### config.mk
export PLATFORM = sky130hd
export DESIGN_NAME = pwbc_ram
export DESIGN_NICKNAME = d
export VERILOG_FILES = /design/src/sv/pwbc_ram.sv
export SDC_FILE = /design/constraint.sdc
export NUM_CORES = 2
export LEC_CHECK = 0
export BUFFER_PORTS_ARGS = -buffer_cell sky130_fd_sc_hd__clkbuf_2
export CORE_ASPECT_RATIO = 1.1
export CORE_MARGIN = 10
export CORE_UTILIZATION = 57
export DETAILED_ROUTE_END_ITERATION = 8
export MAX_ROUTING_LAYER = met4
export PLACE_DENSITY = 0.78
export SYNTH_ARGS = -nofsm -noshare
export SYNTH_HDL_FRONTEND = slang
export SYNTH_SLANG_ARGS = --single-unit
### constraint.sdc
create_clock -name clk_i -period 1.8 [get_ports clk_i]
set_input_delay 0.09 -clock clk_i [delete_from_list [all_inputs] [get_ports clk_i]]
set_output_delay 0.09 -clock clk_i [all_outputs]
set_load 0.005 [all_outputs]
### src/sv/pwbc_ram.sv
// ----------------------------------------------------------------------------
// pwbc_ram
// Generic single-write, single-read synchronous RAM with registered read.
// ----------------------------------------------------------------------------
module pwbc_ram #(
  parameter int WIDTH = 8,
  parameter int DEPTH = 256
) (
  input  logic                     clk_i,
  input  logic                     we_i,
  input  logic [$clog2(DEPTH)-1:0] waddr_i,
  input  logic [WIDTH-1:0]         wdata_i,
  input  logic [$clog2(DEPTH)-1:0] raddr_i,
  output logic [WIDTH-1:0]         rdata_o
);

  logic [WIDTH-1:0] mem_q [DEPTH];
  logic [WIDTH-1:0] rdata_q;

  always_ff @(posedge clk_i) begin
    if (we_i) begin
      mem_q[waddr_i] <= wdata_i;
    end
    rdata_q <= mem_q[raddr_i];
  end

  assign rdata_o = rdata_q;

endmodule

Word-level counts from Yosys, hierarchy flattened
Memory sizes are Yosys's and may differ from the RTL's. A register that Yosys moved wholly into a read port is not among the register bits. Index checks and enable logic that the tools add are counted.

Register bits: 0. Bits in latches: 0. RAM bits: 2048. ROM bits: 0. Input bits: 26. Output and inout port bits: 8. Logic and storage cells: 3. Memories kept: 1.

Memory list: mem_q (words 256, width 8, read ports 1, clocked after Yosys merged registers in 1, wr ports 1, RTL line 17) `logic [WIDTH-1:0] mem_q [DEPTH];`.

$add $sub $neg: 0. Multiply operators: 0. Div/mod/pow operators: 0. Order comparisons: 0. Eq/ne operators: 0. Shift operators: 0. Mux-type cells: 2. Bitwise logic cells: 0. Reductions and logical operators: 0.

Operators with widths (count): $mux W1 (2).

Logic depth before layout (Yosys ltp)
Depth in word-level cells: 2. Gate-level depth with buffers: 11. Depth with buffers taken out: 6.

Worst setup path after synthesis
Ideal clock, no wire load.

Kind: in2reg. Start: input raddr_i[0]. End: register rdata_q[2], in the netlist rdata_o[2], read port of mem_q. Setup time: 131 ps. Arrival time: 1897 ps. Path slack: -228 ps. Stages: 9. Buffers on the path: 4. Cells stage by stage: buf_6 -> buf_12 -> buf_8 -> buf_2 -> mux4_2 -> a22oi_1 -> a21oi_1 -> nor4_1 -> nor4_2.

RTL lines: from (decl) (RTL line 13) `input logic [$clog2(DEPTH)-1:0] raddr_i,`; to (decl) (RTL line 18) `logic [WIDTH-1:0] rdata_q;`.

==> reports/metrics.yaml <==
status: "finished with violations"
violations: "setup timing"
clock_path_buffers: 3
setup_viol_count_final: 8
ir_drop_mv: 1.052
layoutNonFillerInstCount: 6504
fin_skew_ns: 0.02889
maxSlewHeadroom_pct: 25.62
grt_pass1_wl_um: 305400
holdWs_ns: 0.1073
hold_viol: 0
cp.required_ns: 2.49
h-tree-depth: 4
cts_buffers: 185
cp_max_fo: 1
cp-start-kind: "flip-flop"
post-route-util_pct: 68.32
gr-total-overflow: 0
placed_cell_area_sq_um: 88060
yosys_warnings: 0
start_util_pct: 57.45
dp_cells: 6148
netlist_instances: 3733
async_flop_share_pct: 0
clock_insertion_delay_worst_skew_ns: 0.83
cts_tree: "yes"
syn_nets: 3759
detail_route.wl_per_cell_um: 32.14
stdcell_area_sq_um: 94620
detail-route-antenna-nets: 0
route.detailed.drc: 0
synth_largest_area_cell: "edfxtp_1"
cts_sinks: 2056
p_total_mw: 98.21
clk_pin_slew_worst_paths_ns: 0.07
die_w_um: 376.2
die-area_sq_um: 154900
seq_area_frac_synth_pct: 77.50
fp.coreArea_sq_um: 138500
rsz0062_at_grt: "yes"
synth_edf_count: 2048
antenna_found_initial: 3
cts-root-buf: "clkbuf_16"
fin_ws_ns: -0.6157
io_pins: 34
max_freq_ghz: 0.4140
maxCapViolCount: 0
areaGrowthSynthToFinish_pct: 18.93
synth_top_area_share_pct: 77.30
ys_seq_elements: 2056
viasPerCell: 6.661
seqCellArea_sq_um: 61660
p_leak_nw: 31.00
layout-drive-gt1-share_pct: 34.77
wl_um: 209100
port_buffers: 33
synthFlopType: "edfxtp_1"
synth_area_sq_um: 79560
hold_path.class: "input pin to flip-flop"
grt_usage_pct: 27.86
finalCritPeriodShare_pct: 134.2
path_class: "flip-flop to flip-flop"
die_h_um: 411.8
avgSynthCellArea_sq_um: 21.31
grt_max_degree: 88
powerDensity_nw_per_um2: 1038
dp_hpwl_um: 128800
tightest_slew_ns: 1.112
grt_pass1_vias: 44400
synth.top_cells.by_count: "edfxtp_1, mux4_2, nor2_1"
fillers: 7880
finalMaxSlewViolations: 0
fin_setup_tns_ns: -3.161
fin_crit_ns: 2.416
drtIter0Drc: 6667
cts_setup_buffers: 0
synthDistinctLibCells: 55
crit_path_end_kind: "flip-flop"
drtPass1Iterations: 6
dp_worst_setup_slack_ns: -1.731
synth_area_leaders: "edfxtp_1, mux4_2, mux2i_1, nor2_1, a22oi_1"
crit_arrival_ns: 3.10
routabilityCongestion: 0.9186
vias: 43320
nets: 4554
multi_input_area_sq_um: 17010
rows: 143
synth_most_common_cell: "edfxtp_1"
==> final timing paths <==
| check | startpoint | endpoint | slack (ns) | depth (start not counted) |
|---|---|---|---|---|
| worst min-delay path | waddr_i[0] | mem_q[151][4] | 0.11 | 4 |
| worst max-delay path | mem_q[83][1] | rdata_o[1] | -0.62 | 6 |
| worst max register to register | mem_q[83][1] | rdata_o[1] | -0.62 | 6 |
| worst min register to register | mem_q[107][0] | rdata_o[0] | 1.12 | 7 |
==> cells by family (layout without fill, tap and decap cells) <==
logic type	Yosys count	after routing	synth area share, %
AO/OA/AOI/OAI	385	385	3.419
buffers and inverters	235	1187	1.831
flip-flops	2056	2056	77.50
multiplexers	591	591	14.62
other	0	7	0
AND/OR/NAND/NOR	466	466	2.628
==> cells in the final DEF, fill, tap and decap left out, types with 18 or more instances in the layout <==
cell type / Yosys / routed
mux2i_1: 134 / 134
nor2_1: 282 / 265
clkbuf_16: 0 / 193
clkinv_1: 1 / 43
clkbuf_2: 0 / 21
nand3_1: 34 / 34
buf_4: 27 / 693
bufinv_16: 0 / 18
clkinv_2: 0 / 32
edfxtp_1: 2048 / 2048
mux4_2: 454 / 454
a22oi_1: 133 / 132
nand2_1: 33 / 33
o221ai_1: 46 / 45
clkbuf_1: 111 / 45
buf_12: 8 / 104
o22ai_1: 28 / 28
nor2b_1: 31 / 25
a21oi_1: 96 / 96
==> where the power goes <==
group          total [mW]  internal, mW  switching (mW)
combinational        6.00          2.50            3.50
sequential           52.8          52.7          0.0950
clock                39.4          22.3            17.1
==> worst max-delay path: stages (launching register included) <==
cell and delay (ns):
edfxtp_1 0.39, mux4_2 0.51, mux4_2 0.56, nor2b_4 0.17, nor4_4 0.40, buf_4 0.23
nor4_4 0.04
==> routing by layer <==
| layer | global-route usage, % | vias up | share of wire (%) |
|---|---|---|---|
| met5 | - | - | 0 |
| li1 | - | 17280 | - |
| met3 | 5.809 | 662 | 12 |
| met4 | 14.40 | 0 | 5.9 |
| met1 | 35.14 | 22040 | 34 |
| met2 | 43.02 | 3344 | 48 |
==> final cells by class <==
type	count	share of cell area, %
Clock inverter	104	1.030
Timing Repair Buffer	841	8.093
Multi-Input combinational cell	1442	17.98
Sequential cell	2056	65.17
Clock buffer	240	5.312
Inverter	2	0.007934
Tap cell	1812	2.396
Antenna cell	7	0.01851
==> sequential cells by signal (all words and copies together) (netlist names) <==
signal   flops
rdata_o      8
mem_q     2048
==> timing repair <==
item,4_1_cts,5_1_grt
pin swaps,25,13
gates resized for setup,65,15
endpoints found under the hold margin,746,0
endpoints found under the setup margin,8,8
hold buffers,10,0
Note: power is estimated with default switching activity, not from simulation.
