<file path="src/sv/pwbc_pkg.sv">
// ----------------------------------------------------------------------------
// pwbc_pkg
// Types, sizes and codes shared by the page write-back cache modules.
// ----------------------------------------------------------------------------
package pwbc_pkg;

  localparam int CACHE_LINES = 8;
  // PAGE_BYTES and STORE_PAGES are powers of two: page and offset are bit fields.
  localparam int PAGE_BYTES  = 4096;
  localparam int STORE_PAGES = 64;

  localparam int ADDR_W   = 24;
  localparam int DATA_W   = 8;
  localparam int STAMP_W  = 32;
  localparam int REL_W    = 4;
  localparam int OFF_W    = $clog2(PAGE_BYTES);
  localparam int PAGE_W   = ADDR_W - OFF_W;
  localparam int LINE_W   = (CACHE_LINES > 1) ? $clog2(CACHE_LINES) : 1;
  localparam int SPAGE_W  = (STORE_PAGES > 1) ? $clog2(STORE_PAGES) : 1;
  localparam int LBYTES_DEPTH = CACHE_LINES * PAGE_BYTES;
  localparam int STORE_DEPTH  = STORE_PAGES * PAGE_BYTES;
  localparam int LBYTES_AW    = $clog2(LBYTES_DEPTH);
  localparam int STORE_AW     = $clog2(STORE_DEPTH);
  localparam int IN_DATA_W    = 64;
  localparam int OUT_DATA_W   = 16;
  localparam int PADDR_W      = 3;

  localparam logic [STAMP_W-1:0] MAX_AGE_RESET = 32'd5000;
  localparam logic [STAMP_W-1:0] STAMP_MAX     = 32'hFFFF_FFFF;
  localparam logic [DATA_W-1:0]  ERASED_BYTE   = 8'hFF;

  localparam logic [1:0] STATUS_OK        = 2'd0;
  localparam logic [1:0] STATUS_RANGE     = 2'd1;
  localparam logic [1:0] STATUS_NO_VICTIM = 2'd2;

  localparam logic REG_MAX_AGE = 1'b0;

  typedef enum logic [1:0] {
    OP_READ  = 2'd0,
    OP_WRITE = 2'd1,
    OP_TICK  = 2'd2,
    OP_SYNC  = 2'd3
  } op_e;

  typedef enum logic [3:0] {
    ST_IDLE,
    ST_DECODE,
    ST_RD_DATA,
    ST_WR_ISSUE,
    ST_WR_UPD,
    ST_FILL,
    ST_FLUSH,
    ST_SCAN,
    ST_DONE
  } state_e;

  typedef struct packed {
    logic              inval;
    logic [LINE_W-1:0] inval_idx;
    logic              alloc;
    logic [LINE_W-1:0] alloc_idx;
    logic [SPAGE_W-1:0] alloc_page;
    logic              touch;
    logic [LINE_W-1:0] touch_idx;
  } tag_cmd_t;

  typedef struct packed {
    logic               hit;
    logic [LINE_W-1:0]  hit_idx;
    logic               free_found;
    logic [LINE_W-1:0]  free_idx;
    logic               victim_found;
    logic [LINE_W-1:0]  victim_idx;
    logic               victim_dirty;
    logic [SPAGE_W-1:0] victim_page;
    logic               sel_valid;
    logic               sel_dirty;
    logic [SPAGE_W-1:0] sel_page;
    logic               sel_aged;
  } tag_info_t;

endpackage

</file>
<file path="src/sv/pwbc_tags.sv">
// ----------------------------------------------------------------------------
// pwbc_tags
// Line tags: valid, page, dirty and stamp per line, with lookup, free-line
// search, oldest-line victim choice and the age check of one selected line.
// ----------------------------------------------------------------------------
module pwbc_tags (
  input  logic                          clk_i,
  input  logic                          rst_ni,
  input  logic [pwbc_pkg::SPAGE_W-1:0]  lookup_page_i,
  input  logic [pwbc_pkg::LINE_W-1:0]   sel_idx_i,
  input  logic [pwbc_pkg::STAMP_W-1:0]  now_i,
  input  logic [pwbc_pkg::STAMP_W-1:0]  max_age_i,
  input  pwbc_pkg::tag_cmd_t            cmd_i,
  output pwbc_pkg::tag_info_t           info_o
);
  import pwbc_pkg::*;

  logic [CACHE_LINES-1:0] valid_q, valid_d;
  logic [CACHE_LINES-1:0] dirty_q, dirty_d;
  logic [SPAGE_W-1:0]     page_q  [CACHE_LINES];
  logic [SPAGE_W-1:0]     page_d  [CACHE_LINES];
  logic [STAMP_W-1:0]     stamp_q [CACHE_LINES];
  logic [STAMP_W-1:0]     stamp_d [CACHE_LINES];

  always_comb begin
    valid_d = valid_q;
    dirty_d = dirty_q;
    page_d  = page_q;
    stamp_d = stamp_q;
    if (cmd_i.inval) begin
      valid_d[cmd_i.inval_idx] = 1'b0;
      dirty_d[cmd_i.inval_idx] = 1'b0;
    end
    if (cmd_i.alloc) begin
      valid_d[cmd_i.alloc_idx] = 1'b1;
      dirty_d[cmd_i.alloc_idx] = 1'b0;
      page_d[cmd_i.alloc_idx]  = cmd_i.alloc_page;
      stamp_d[cmd_i.alloc_idx] = now_i;
    end
    if (cmd_i.touch) begin
      dirty_d[cmd_i.touch_idx] = 1'b1;
      stamp_d[cmd_i.touch_idx] = now_i;
    end
  end

  always_ff @(posedge clk_i or negedge rst_ni) begin
    if (!rst_ni) begin
      valid_q <= '0;
      dirty_q <= '0;
      for (int n = 0; n < CACHE_LINES; n++) begin
        page_q[n]  <= '0;
        stamp_q[n] <= '0;
      end
    end else begin
      valid_q <= valid_d;
      dirty_q <= dirty_d;
      page_q  <= page_d;
      stamp_q <= stamp_d;
    end
  end

  logic [STAMP_W-1:0] min_stamp;
  logic [STAMP_W-1:0] sel_age;

  always_comb begin
    info_o = '0;
    min_stamp = STAMP_MAX;
    // Downward scans so that the lowest matching line wins.
    for (int n = CACHE_LINES - 1; n >= 0; n--) begin
      if (valid_q[n] && page_q[n] == lookup_page_i) begin
        info_o.hit     = 1'b1;
        info_o.hit_idx = LINE_W'(n);
      end
      if (!valid_q[n]) begin
        info_o.free_found = 1'b1;
        info_o.free_idx   = LINE_W'(n);
      end
    end
    // Strict compare keeps the first line among equal stamps.
    for (int n = 0; n < CACHE_LINES; n++) begin
      if (stamp_q[n] < min_stamp) begin
        min_stamp           = stamp_q[n];
        info_o.victim_found = 1'b1;
        info_o.victim_idx   = LINE_W'(n);
      end
    end
    info_o.victim_dirty = dirty_q[info_o.victim_idx];
    info_o.victim_page  = page_q[info_o.victim_idx];
    sel_age          = now_i - stamp_q[sel_idx_i];
    info_o.sel_valid = valid_q[sel_idx_i];
    info_o.sel_dirty = dirty_q[sel_idx_i];
    info_o.sel_page  = page_q[sel_idx_i];
    info_o.sel_aged  = (sel_age >= max_age_i);
  end

endmodule

</file>
<file path="config.mk">
export PLATFORM = sky130hd
export DESIGN_NAME = pwbc_tags
export DESIGN_NICKNAME = d
export VERILOG_FILES = /design/src/sv/pwbc_pkg.sv /design/src/sv/pwbc_tags.sv
export SDC_FILE = /design/constraint.sdc
export NUM_CORES = 1
export LEC_CHECK = 0
export ABC_AREA = 1
export BUFFER_PORTS_ARGS = -buffer_cell sky130_fd_sc_hd__buf_2
export CORE_UTILIZATION = 40
export CTS_CLUSTER_DIAMETER = 120
export DETAILED_ROUTE_END_ITERATION = 6
export PLACE_DENSITY = 0.65
export REMOVE_ABC_BUFFERS = 1
export SETUP_SLACK_MARGIN = 0.5
export SYNTH_ARGS = -nofsm -noshare
export SYNTH_HDL_FRONTEND = slang
export SYNTH_SLANG_ARGS = --single-unit
</file>
<file path="constraint.sdc">
create_clock -name clk_i -period 16.8 [get_ports clk_i]
set_input_delay 3.36 -clock clk_i [delete_from_list [all_inputs] [get_ports clk_i]]
set_output_delay 3.36 -clock clk_i [all_outputs]
set_load 0.01 [all_outputs]
</file>
# Yosys cells after proc, flatten, opt, wreduce, memory -nomap -nowiden
# Cells that the tools add are included.
# op_classes
addsub,1
multipliers,0
shift,0
n_eq_ne,8
bitwise,11
n_div,0
n_reduce_logical,13
muxes,68
magnitude_cmp,23
# ops
operator,count
bitwise mux 256 bit,2
2-to-1 mux 256 bit,2
2-to-1 mux 32 bit,11
< comparator 32 bit,7
demux 32 bit (select 3 bit),2
binary-select mux 32 bit (select 3 bit),1
2-to-1 mux 4 bit,24
bitwise mux 48 bit,1
== test 6 bit,8
2-to-1 mux 8 bit,5
binary-select mux 6 bit (select 3 bit),2
>= comparator 32 bit,1
"< comparator 32 bit, second input constant",1
subtractor 32 bit,1
2-to-1 mux 6 bit,5
bitwise AND 8 bit,3
"< comparator 3 x 4 -> 1 bit, second input constant",5
demux 6 bit (select 3 bit),1
">= comparator 4 bit, second input constant",4
inverter 3 -> 4 bit,4
inverter 8 bit,2
bitwise OR 8 bit,2
logical AND 1 bit,13
binary-select mux 1 bit (select 3 bit),3
other kinds (4),14
# totals
output_inout_bits,28
latchBits,0
wordCells,142
ramBits,0
input_bits,93
memories,0
regBits,320
mem_bits_ro,0

# Depth between registers and ports, before layout
# logic_depth
word_depth,20
mapped_depth,106
depth_no_buf,96

# Least setup slack after synthesis
# OpenSTA, ideal clock, no wires.
# synth_path
path_type,register to output
start,register stamp_q[255] (netlist bit)
end,output port info_o[12] (netlist bit)
t_arrival_ns,13.058
stages_incl_launch_ff,79
n_path_buf,12
t_required_ns,13.440
slack_ns,0.382
cell_sequence,dfrtp_1 inv_1 ha_1 nand2_1 nor2_1 nand4_1 nor4_1 nand2_2 nand2_4 clkbuf_1 clkbuf_1 nand2_1 o21ai_0 ha_1 a21oi_1 o21ai_0 a221oi_1 nand2_4 [... 43 more ...] clkbuf_1 nand2_1 o21ai_0 ha_1 a21oi_1 o21ai_0 nand3_1 nand2_1 nand2_1 a21oi_1 a2111oi_0 nand2_2 nand3_2 buf_2 nand3_1 nand2_1 nand2_1 nand2_1
# synth_rtl
element,line,rtl
start: declaration,pwbc_tags.sv:22,logic [STAMP_W-1:0] stamp_q [CACHE_LINES];
start signal: assignment,pwbc_tags.sv:58,stamp_q <= stamp_d;
end: declaration,pwbc_tags.sv:14,output pwbc_pkg::tag_info_t info_o

==> key figures <==
Synth
  – Library cells used by synthesis: 45
  – FF+latch count, synth: 320
  – Post-synth top area cell: dfrtp_1
  – Register area share after synthesis: 32.5%
  – Synthesized instance count: 3295
  – Synthesized area per cell: 7.48 µm²
  – Cell Area, Synth: 24700 µm²
  – Syn. warnings: 0
  – Synth top area share: 32.5%
  – Synth top area cells: dfrtp_1 32%, ha_1 14%, nand2_1 12%

Drt
  – 1st-pass router iterations: 6
  – Iteration-0 DRC Markers: 2436
  – Routed len/inst: 20.5 µm
  – Routed wire length: 91.1 mm
  – Vias per inst: roughly 5.8
  – Via count: 25.6k
  – DRC: 0
  – DRT antenna net count: 0

Clock tree
  – TritonCTS clock tree: done
  – Clock Sinks: 320
  – Root Driver: clkbuf_16
  – Clk slew on worst S/H paths: 0.06 ns
  – H-Tree Depth: 2
  – Clock buffer depth: 3
  – Clock Latency Late Sink: 0.58 ns
  – TritonCTS buffer count: 39

Floorplanning
  – Die ar.: 62600 µm²
  – Die H: between 200 and 300 µm
  – Site Rows: 90
  – Top-level I/O count: 121
  – Die Wd: 250 µm
  – Starting Density: between 40% and 50%
  – Area of the core: 60600 µm²

Critical path
  – Startpoint types: flop
  – Largest stage delay, worst path: 0.53 ns
  – WP buf/inv: 28
  – Critical Path RT: 13.44 ns
  – Kind of critical path: reg2out
  – Crit path DAT: approximately 14 ns
  – Crit end category: output port
  – Most frequent CP cell: buf_12
  – Delay-heaviest family, CP: simple AND/OR/NAND/NOR gates
  – Critical path peak fanout: 8
  – Critical-path top delay cell: or4_1

Global routing
  – Initial antenna violation count: 4
  – Total track usage: 27.1%
  – Grt total ovfl: 0
  – Largest net degree at the start of global routing: 162
  – First-pass GRT wire length: 134 mm
  – Vias in the first global route: 23.6k

Timing
  – Setup TNS: -5.78 ns
  – Slew headroom: 26.0%
  – Minimum clock period after layout: 17.46 ns
  – Final Hold Fails: 0
  – Worst clock skew: 0 ns
  – Worst Slack Setup Final: -0.658 ns
  – RSZ-0062 raised after global routing: true
  – Tightest Pin Transition: about 1.1 ns
  – # setup viols final: 11
  – Tcrit/Tclk final: 104%
  – Fmax: approximately 57 MHz
  – Slew Viols, Final: 0

Worst hold path
  – Hold crit path type: reg2reg

Job
  – Max-Cap Viols: 0

Placed design
  – Worst slack, placed: -1.62 ns
  – Routability Congestion: 0.938
  – Number of port buffers: 120
  – Post-DP Area: 27100 µm²
  – Post-DP HPWL: around 57 mm

Cells and area
  – Final Core Density: 53.8%
  – Nets: approximately 4k
  – Commonest non-fill, non-tap cells in the layout: 697 x nand2_1, 451 x o21ai_0, 319 x dfrtp_1, 286 x inv_1, 235 x buf_4
  – Share of cells above drive strength 1: 26.2%
  – Register Area: 8010 µm²
  – Area of the multi-input gates: 16700 µm²
  – Final std cell area, no fill: 32600 µm²
  – FILL cells: 5437
  – Area growth, synth to finish: 32.2%
  – Commonest non-fill, non-tap cell in the layout: nand2_1

Status
  – Failing checks: setup timing
  – Outcome: complete, but fails checks
[final timing paths]
check,from,to,slack (ns),depth (start not counted)
worst min-delay path,dirty_q[2],dirty_q[2],0.50,2
worst min register to register,dirty_q[2],dirty_q[2],0.50,2
min in group asynchronous,rst_ni,page_q[42],2.81,1
max in group asynchronous,rst_ni,stamp_q[75],12.50,2
worst max-delay path,stamp_q[243],info_o[15],-0.66,90
worst max register to register,stamp_q[254],stamp_q[254],14.62,15
[synthesized netlist by cell type (all sizes together)]
| library cell | count |
|---|---|
| nor3 | 11 |
| xor2 | 33 |
| nor4 | 15 |
| nor4b | 4 |
| xnor2 | 7 |
| o21a | 4 |
| a2111oi | 11 |
| o221ai | 11 |
| o211ai | 33 |
| inv | 316 |
| clkinv | 3 |
| a22oi | 1 |
| o2111ai | 6 |
| a221oi | 14 |
| dfrtp | 320 |
| or3 | 1 |
| buf | 16 |
| a2111o | 1 |
| a41oi | 1 |
| o21ai | 568 |
| nor2 | 104 |
| o221a | 1 |
| mux2 | 117 |
| o21bai | 8 |
| a21oi | 225 |
| nand3 | 171 |
| a211oi | 17 |
| a21o | 3 |
| ha | 270 |
| o41ai | 1 |
| fa | 1 |
| a31oi | 15 |
| clkbuf | 147 |
| o22ai | 15 |
| nand2 | 790 |
| or4 | 1 |
| nand4 | 33 |
[worst reg2reg max path, cell delays in order (launching register included)]
cell     delay, ns
dfrtp_1       0.38
inv_2         0.08
buf_6         0.11
buf_4         0.12
buf_4         0.13
buf_6         0.11
buf_6         0.11
buf_6         0.10
buf_6         0.10
buf_4         0.12
buf_4         0.12
buf_4         0.12
buf_6         0.10
buf_6         0.10
buf_6         0.12
o21ai_0       0.16
[registers in the layout, summed over array words and instances (netlist names)]
name / flops
stamp_q: 256
page_q: 48
dirty_q: 8
valid_q: 8
[routing by layer]
| metal | routed length [µm] | vias to the layer above | global-route usage [%] | part of all wire [%] |
|---|---|---|---|---|
| met3 | 7850 | 284 | 4.83 | 8.6 |
| met1 | 37800 | 12009 | 36.7 | 42 |
| met2 | 41200 | 1259 | 42.7 | 45 |
| met4 | 4160 | 6 | 11.1 | 4.6 |
| li1 | - | 12036 | - | - |
| met5 | 41 | - | 0 | 0.045 |
[metrics by stage]
stage / cells / hold slack (ns)
detailed placement: 4203 / 0.488
floorplan: 3132 / 0.453
CTS: 4381 / 0.507
finish: 4442 / 0.500
global route: 4442 / 0.539
global placement: 4203 / 0.471
[repair_timing]
action | 4_1_cts | 5_1_grt
hold buffers | 0 | 0
buffers inserted | 86 | 54
pin swaps | 68 | 127
cloned | 23 | 6
resized for setup | 330 | 261
setup endpoints to repair | 11 | 11
[cell type report]
type                       instances  share of cell area (%)
tap                              782                    3.00
antenna                            1                 0.00768
sequential                       320                    24.6
inverter                         319                    3.69
clock inverter                    17                   0.610
multi-input combinational       2496                    51.3
clock buffer                      52                    3.55
timing repair buffer             455                    13.3
[cells by family after synthesis]
logic type               synth area share, %
buffers and inverters                   7.48
adder cells (fa/ha/maj)                 13.8
XOR/XNOR                                1.42
AND/OR/NAND/NOR                         19.0
flip-flops                              32.5
AO/OA/AOI/OAI                           20.6
multiplexers                            5.34
Power is not shown: default switching activity piles up to over one toggle a cycle in this logic, so the estimate is an artifact.
